--- config.mk ---
export PLATFORM = sky130hd
export DESIGN_NAME = vt4_front_flat
export DESIGN_NICKNAME = d
export VERILOG_FILES = /design/src/rtl/core/vt4_pkg.sv /design/src/rtl/core/vt4_in_if.sv /design/src/rtl/core/vt4_front.sv /design/src/flat_wrapper.sv
export SDC_FILE = /design/constraint.sdc
export NUM_CORES = 1
export LEC_CHECK = 0
export BUFFER_PORTS_ARGS = -buffer_cell sky130_fd_sc_hd__buf_4
export CORE_ASPECT_RATIO = 2
export CORE_MARGIN = 2
export CORE_UTILIZATION = 57
export DETAILED_ROUTE_END_ITERATION = 7
export PLACE_DENSITY = 0.79
export SYNTH_ARGS = -nofsm -noshare
export SYNTH_HDL_FRONTEND = slang
export SYNTH_SLANG_ARGS = --single-unit
--- constraint.sdc ---
create_clock -name clk -period 6.55 [get_ports clk]
set_input_delay 1.31 -clock clk [delete_from_list [all_inputs] [get_ports clk]]
set_output_delay 1.31 -clock clk [all_outputs]
set_load 0.05 [all_outputs]
--- src/rtl/core/vt4_pkg.sv ---
// Package for the 4x4 vertex transform block.
// Holds the queued item type, kind codes and queue sizing; no dependencies.
package vt4_pkg;

  localparam int COMP_W = 32;
  localparam int NUM_COMP = 4;
  localparam int QDEPTH = 4;
  localparam int QPTR_W = $clog2(QDEPTH);

  localparam logic KIND_LOAD = 1'b0;
  localparam logic KIND_XFORM = 1'b1;

  typedef struct packed {
    logic is_load;
    logic [1:0] row;
    logic [NUM_COMP-1:0][COMP_W-1:0] comp;
  } item_t;

endpackage

--- src/rtl/core/vt4_in_if.sv ---
// Input channel of the vertex transform block: valid/ready plus item payload.
// No dependencies.
interface vt4_in_if;
  logic valid;
  logic ready;
  logic kind;
  logic [1:0] row_index;
  logic signed [31:0] comp_x;
  logic signed [31:0] comp_y;
  logic signed [31:0] comp_z;
  logic signed [31:0] comp_w;

  modport source(
    output valid, kind, row_index, comp_x, comp_y, comp_z, comp_w,
    input ready
  );
  modport sink(
    input valid, kind, row_index, comp_x, comp_y, comp_z, comp_w,
    output ready
  );
endinterface

--- src/rtl/core/vt4_front.sv ---
// Front end: accepts input items, classifies them and queues them in order.
// Depends on vt4_pkg and vt4_in_if.
module vt4_front (
  input  logic           clk,
  input  logic           rst,
  vt4_in_if.sink         items,
  output logic           q_valid,
  output vt4_pkg::item_t q_item,
  input  logic           q_ready
);
  import vt4_pkg::*;

  item_t             queue [QDEPTH];
  logic [QPTR_W-1:0] wptr;
  logic [QPTR_W-1:0] rptr;
  logic [QPTR_W:0]   count;
  item_t             item_new;
  logic              push;
  logic              pop;

  always_comb begin
    item_new.is_load = (items.kind == KIND_LOAD);
    item_new.row     = items.row_index;
    item_new.comp[0] = items.comp_x;
    item_new.comp[1] = items.comp_y;
    item_new.comp[2] = items.comp_z;
    item_new.comp[3] = items.comp_w;
  end

  assign items.ready = (count != (QPTR_W+1)'(QDEPTH));
  assign push = items.valid && items.ready;
  assign q_valid = (count != '0);
  assign pop = q_valid && q_ready;
  assign q_item = queue[rptr];

  always_ff @(posedge clk) begin
    if (push) begin
      queue[wptr] <= item_new;
    end
  end

  always_ff @(posedge clk) begin
    if (rst) begin
      wptr  <= '0;
      rptr  <= '0;
      count <= '0;
    end else begin
      if (push) begin
        wptr <= wptr + 1'b1;
      end
      if (pop) begin
        rptr <= rptr + 1'b1;
      end
      if (push && !pop) begin
        count <= count + 1'b1;
      end else if (pop && !push) begin
        count <= count - 1'b1;
      end
    end
  end

endmodule

--- src/flat_wrapper.sv ---
// flat-port wrapper written by rule: the top's interface ports become plain ports
module vt4_front_flat import vt4_pkg::*;
  (clk, rst, q_valid, q_item, q_ready, items_valid, items_kind, items_row_index, items_comp_x, items_comp_y, items_comp_z, items_comp_w, items_ready);
  vt4_in_if items_i ();
  input  logic clk;
  input  logic rst;
  output logic q_valid;
  output vt4_pkg::item_t q_item;
  input  logic q_ready;
  input wire logic [$bits(items_i.valid)-1:0] items_valid;
  input wire logic [$bits(items_i.kind)-1:0] items_kind;
  input wire logic [$bits(items_i.row_index)-1:0] items_row_index;
  input wire logic [$bits(items_i.comp_x)-1:0] items_comp_x;
  input wire logic [$bits(items_i.comp_y)-1:0] items_comp_y;
  input wire logic [$bits(items_i.comp_z)-1:0] items_comp_z;
  input wire logic [$bits(items_i.comp_w)-1:0] items_comp_w;
  output wire logic [$bits(items_i.ready)-1:0] items_ready;
  assign items_i.valid = items_valid;
  assign items_i.kind = items_kind;
  assign items_i.row_index = items_row_index;
  assign items_i.comp_x = items_comp_x;
  assign items_i.comp_y = items_comp_y;
  assign items_i.comp_z = items_comp_z;
  assign items_i.comp_w = items_comp_w;
  assign items_ready = items_i.ready;
  vt4_front u_core (.clk(clk), .rst(rst), .items(items_i), .q_valid(q_valid), .q_item(q_item), .q_ready(q_ready));
endmodule
Word level (Yosys, flattened, before mapping)
Memories as Yosys holds them, arrays and structs flattened. A register that Yosys moved wholly into a read port is not among the register bits.
Cells that the tools add are included.

cells by class
  bitwise operators = 1
  reduce and logical (&&, ||, !) cells = 8
  equal/unequal tests = 1
  add/sub/neg operators = 4
  mux-type cells = 6

operators with widths
  kind                                                                count
  3-bit 2-to-1 mux                                                    2
  2-bit by 1-bit adder with 2-bit output, second input constant       2
  1-bit logical AND                                                   4
  2-bit 2-to-1 mux                                                    2
  3-bit by 1-bit adder with 3-bit output, second input constant       1
  3-bit != test, second input constant                                1
  3-bit nonzero test                                                  1
  3-bit by 1-bit subtractor with 3-bit output, second input constant  1
  1-bit logical NOT                                                   2
  1-bit 2-to-1 mux                                                    2
  2-bit nonzero test                                                  1
  1-bit NOT                                                           1

word-level totals
  flip-flop bits (word level) = 7
  output and inout port bits = 133
  bits in writable memories = 524
  input port bits = 135
  memories = 1

memory list
  name          words  width  rd ports  clocked after memory_dff  write ports  RTL line         text
  u_core.queue  4      131    1         1                         1            vt4_front.sv:13  item_t queue [QDEPTH];

Depth between registers and ports, before layout
  word-level depth = 6
  mapped depth = 8
  depth with buffers taken out = 8

Worst setup path before layout
No wires, ideal clock.

  kind = input port to flip-flop
  from = input port items_valid
  to = memory u_core.queue[0][0] (netlist bit), enable pin
  path buffers = 0
  arrival = 4623 ps
  stages = 2
  setup time = 506 ps
  required time = 6044 ps
  setup slack = 1421 ps
  cell sequence = a21boi_2 and2_1

on the way
  longest elaborated chain between the ends = 3

ends and longest elaborated chain
  what                                    RTL line            text
  start: declaration                      flat_wrapper.sv:10  input wire logic [$bits(items_i.valid)-1:0] items_valid;
  1-bit logical AND                       vt4_front.sv:31     assign push = items.valid && items.ready;
  1-bit 2-to-1 mux                        vt4_front.sv:37     if (push) begin
  1-bit 2-to-1 mux (implied by the code)  vt4_front.sv:38     queue[wptr] <= item_new;
  end: declaration                        vt4_front.sv:13

No other way between the ends.

==> results.md <==
* Status: finished, final reports clean
* GR Util All Layers at between 20% and 30%
* Hold crit path type: flop to flop
* I/O pins at ~270
* DR vias at just under 9,000
* Num CTS Buffers at 43
* Worst-case vdd ir drop at 0.000364 V
* Pleak at a little under 8 nW
* Die Height at ~260 um
* Switching Fraction at about a third
* Hold Path Depth at 2
* Htree depth at 2
* Syn Area/Cell at roughly 26 sq um
* Cell Int Power at a little under 7 mW
* Ys Warns at 0
* Combinational power share at roughly a third
* Clk pwr share at 25.5%
* Die area at 0.0356 sq mm
* Die W at 134 um
* Worst-path fanout max at 78
* Post-CTS Hold Fix Bufs at 0
* Row count at between 90 and 100
* Final Skew at around 0.013 ns
* Post-CTS resize count at 0
* Clk root buf: clkbuf_16
* Arr. time, crit path at roughly 2.9 ns
* Clock-pin slew on the worst setup and hold paths at around 0.07 ns
* GR peak layer: met2
* FF+latch count, synth at between 500 and 600
* Met3 GRT Util at 4.51%
* I/O Buffers at around 270
* Cell variety after synth at 23
* FF-to-FF path depth at 4
* Antenna Nets Post-Route at 0
* Wire length per cell at approximately 26 um
* Hold path start: u_core.wptr[1]
* Initial antenna violation count at 10
* Fillers at between 2,000 and 2,500
* Met2 Track Usage GR at between 30% and 40%
* Detailed Route WL at 38.6 mm
* Final layout net count at between 1,000 and 1,500
* Worst-margin pin slew at about 0.84 ns
* Highest clock rate at 0.236 GHz
* Top cells by area, synth: edfxtp_1 81%, mux4_2 15%, dfxtp_1 0.93%, buf_6 0.58%, buf_2 0.36%
* Slew headroom at about 44%
* Most frequent cell after synthesis: edfxtp_1
* Crit. End Element: output pin
* Flop-to-flop setup slack at between 3 and 4 ns
* Worst Setup Slack post-DPL at around 2.8 ns
* Final Critical Period at approximately 4.2 ns
* Top Family by Delay on Critical Path: flip-flops
* Syn nets at a little under 900
* Final HPWL DP at roughly 23 mm
* Overflow after GRT at 0
* Setup Total Neg Slack at 0 ns
* Critical path type: flop to output pin
* Biggest cell delay along the critical path at about 0.84 ns
* Worst Hold End: u_core.wptr[1]
* Largest net degree at the start of global routing at 79
* CTS tree: yes
* Met1 Usage GRT at about 26%
* Core box area at approximately 0.034 sq mm
* DRT Pass-1 Iters at 5
* Top FF cell, synth: edfxtp_1
* Final hold violation count at 0
* Leading area contributor after synthesis: edfxtp_1
* Worst R2R End: u_core.queue[2][93]
* Placer congestion estimate at roughly 0.73
* EDFF count, synth at around 520
* Sequential fraction of the synthesis area at between 80% and 90%
* Required @ worst endpoint at ~5.2 ns
* Origin of the critical flop-to-flop path: u_core.count[0]
* CP max stage cell: dfxtp_4
* Num Clock Sinks at 533
* # Post-CTS Setup Buffers at 0
* Mapped Area at ~0.019 sq mm
* Vias per cell at ~5.8
* Initial DRC count at slightly below 500
* Vias in the first global route at roughly 9,300
* PwrDens at approximately 450 mW/mm^2
* Bufs and invs on worst path at 2
* RSZ-0062 raised after global routing: false
* Cell Chain, Critical Path: buf_12 -> mux4_2 -> buf_4
* DRC viols at 0
* Synth top area share at about four fifths
* Clk_lat worst skew at 0.55 ns
* Ys async rst share at 0%
* First-pass GRT wire length at 57.0 mm
* Sw Pwr at approximately 3.6 mW
* CP startpoint kind: flop
* Max Cap Viol at 0
* Syn Inst Count at ~730
* Final worst setup slack at around 2.3 ns
* Max Slew Vio Count at 0
* Core Util, Final at roughly 70%
* Tcrit/Tclk final at 64.6%
* Area Growth Syn to Fin at 20.4%
* Share of cells above drive strength 1 at between 40% and 50%
* Flop pwr share at between 40% and 50%
* Clock Path Buffers at 3
* Synth top cells by count: 524 x edfxtp_1, 131 x mux4_2, 14 x buf_2, 10 x buf_6, 9 x dfxtp_1
* Finish-stage setup viols at 0
* Starting Density at between 50% and 60%
==> layout make-up <==
type	count	area (sq um)	share of cell area, %
clock buffers	48	1150	4.92
multi-input cells	166	3230	13.9
diodes	11	27.5	0.118
repair buffers	277	2120	9.08
inverters	4	15.0	0.0644
clock inverters	26	317	1.36
flip-flops and latches	533	15900	68.3
well taps	436	546	2.34
==> layout by cell type, fill, tap and decap left out, types with 3 or more instances in the layout <==
| cell | n |
|---|---|
| and2_4 | 4 |
| buf_12 | 3 |
| buf_4 | 274 |
| bufinv_16 | 7 |
| clkbuf_16 | 45 |
| clkinv_1 | 6 |
| clkinv_2 | 7 |
| clkinvlp_4 | 3 |
| dfxtp_1 | 7 |
| diode_2 | 11 |
| edfxtp_1 | 524 |
| ha_1 | 5 |
| inv_1 | 4 |
| inv_6 | 3 |
| mux4_2 | 131 |
| nor2_1 | 8 |
| xor2_1 | 4 |
==> metrics by stage <==
| step | total power, mW | hold slack (ns) | cell area (sq um) | cells |
|---|---|---|---|---|
| 2_1_floorplan | 6.91 | 0.482 | 19400 | 734 |
| 3_3_place_gp | 7.85 | 0.495 | 21800 | 1416 |
| 3_5_place_dp | 7.89 | 0.518 | 21800 | 1416 |
| 4_1_cts | 10.6 | 0.527 | 23300 | 1490 |
| 5_1_grt | 10.8 | 0.557 | 23300 | 1500 |
| 6_report | 10.4 | 0.522 | 23300 | 1501 |
==> cell families after synthesis <==
group	count (synthesis)	synth area share [%]
AOI/OAI and AO/OA	5	0.194
xor gates and xnor gates	4	0.181
adders and majority gates	6	0.426
buffers and inverters	35	1.21
DFF	533	82.2
muxes	134	15.4
and+or+nand+nor	17	0.433
==> worst max path at each step <==
stage	endpoint	slack [ns]	depth (start not counted)
after floorplan	u_core.queue[0][0]	1.42	2
after global placement	q_item[20]	2.78	3
after detailed placement	q_item[20]	2.81	3
after CTS	q_item[36]	2.23	3
after global routing	q_item[0]	2.10	3
final	q_item[114]	2.32	3
==> state kept, by name, summed over array words and instances (netlist names), named ones only <==
name and cells:
u_core.queue 524, u_core.count 3, u_core.wptr 2, u_core.rptr 2
==> routing by layer <==
metal | routed length [um] | share of wire [%] | vias up
li1 | - | - | 3742
met1 | 13200 | 34 | 4536
met2 | 21300 | 55 | 339
met3 | 2290 | 5.9 | 87
met4 | 1890 | 4.9 | 0
met5 | 0 | 0 | -
==> power groups by stage <==
| stage | registers (mW) | clock network (mW) | logic, mW |
|---|---|---|---|
| after floorplan | 4.31 | 0 | 2.60 |
| after global placement | 4.37 | 0 | 3.48 |
| after detailed placement | 4.39 | 0 | 3.50 |
| after CTS | 4.33 | 2.71 | 3.51 |
| after global routing | 4.36 | 2.81 | 3.60 |
| final | 4.32 | 2.66 | 3.46 |
==> worst register-to-register path, delay by kind of cell (launching register included) <==
kind / cells / cell delay, ns
AO/OA/AOI/OAI: 1 / 0.34
buffers and inverters: 1 / 0.73
flip-flops: 1 / 0.47
AND/OR/NAND/NOR: 2 / 0.85
(Power assumes the default switching activity.)
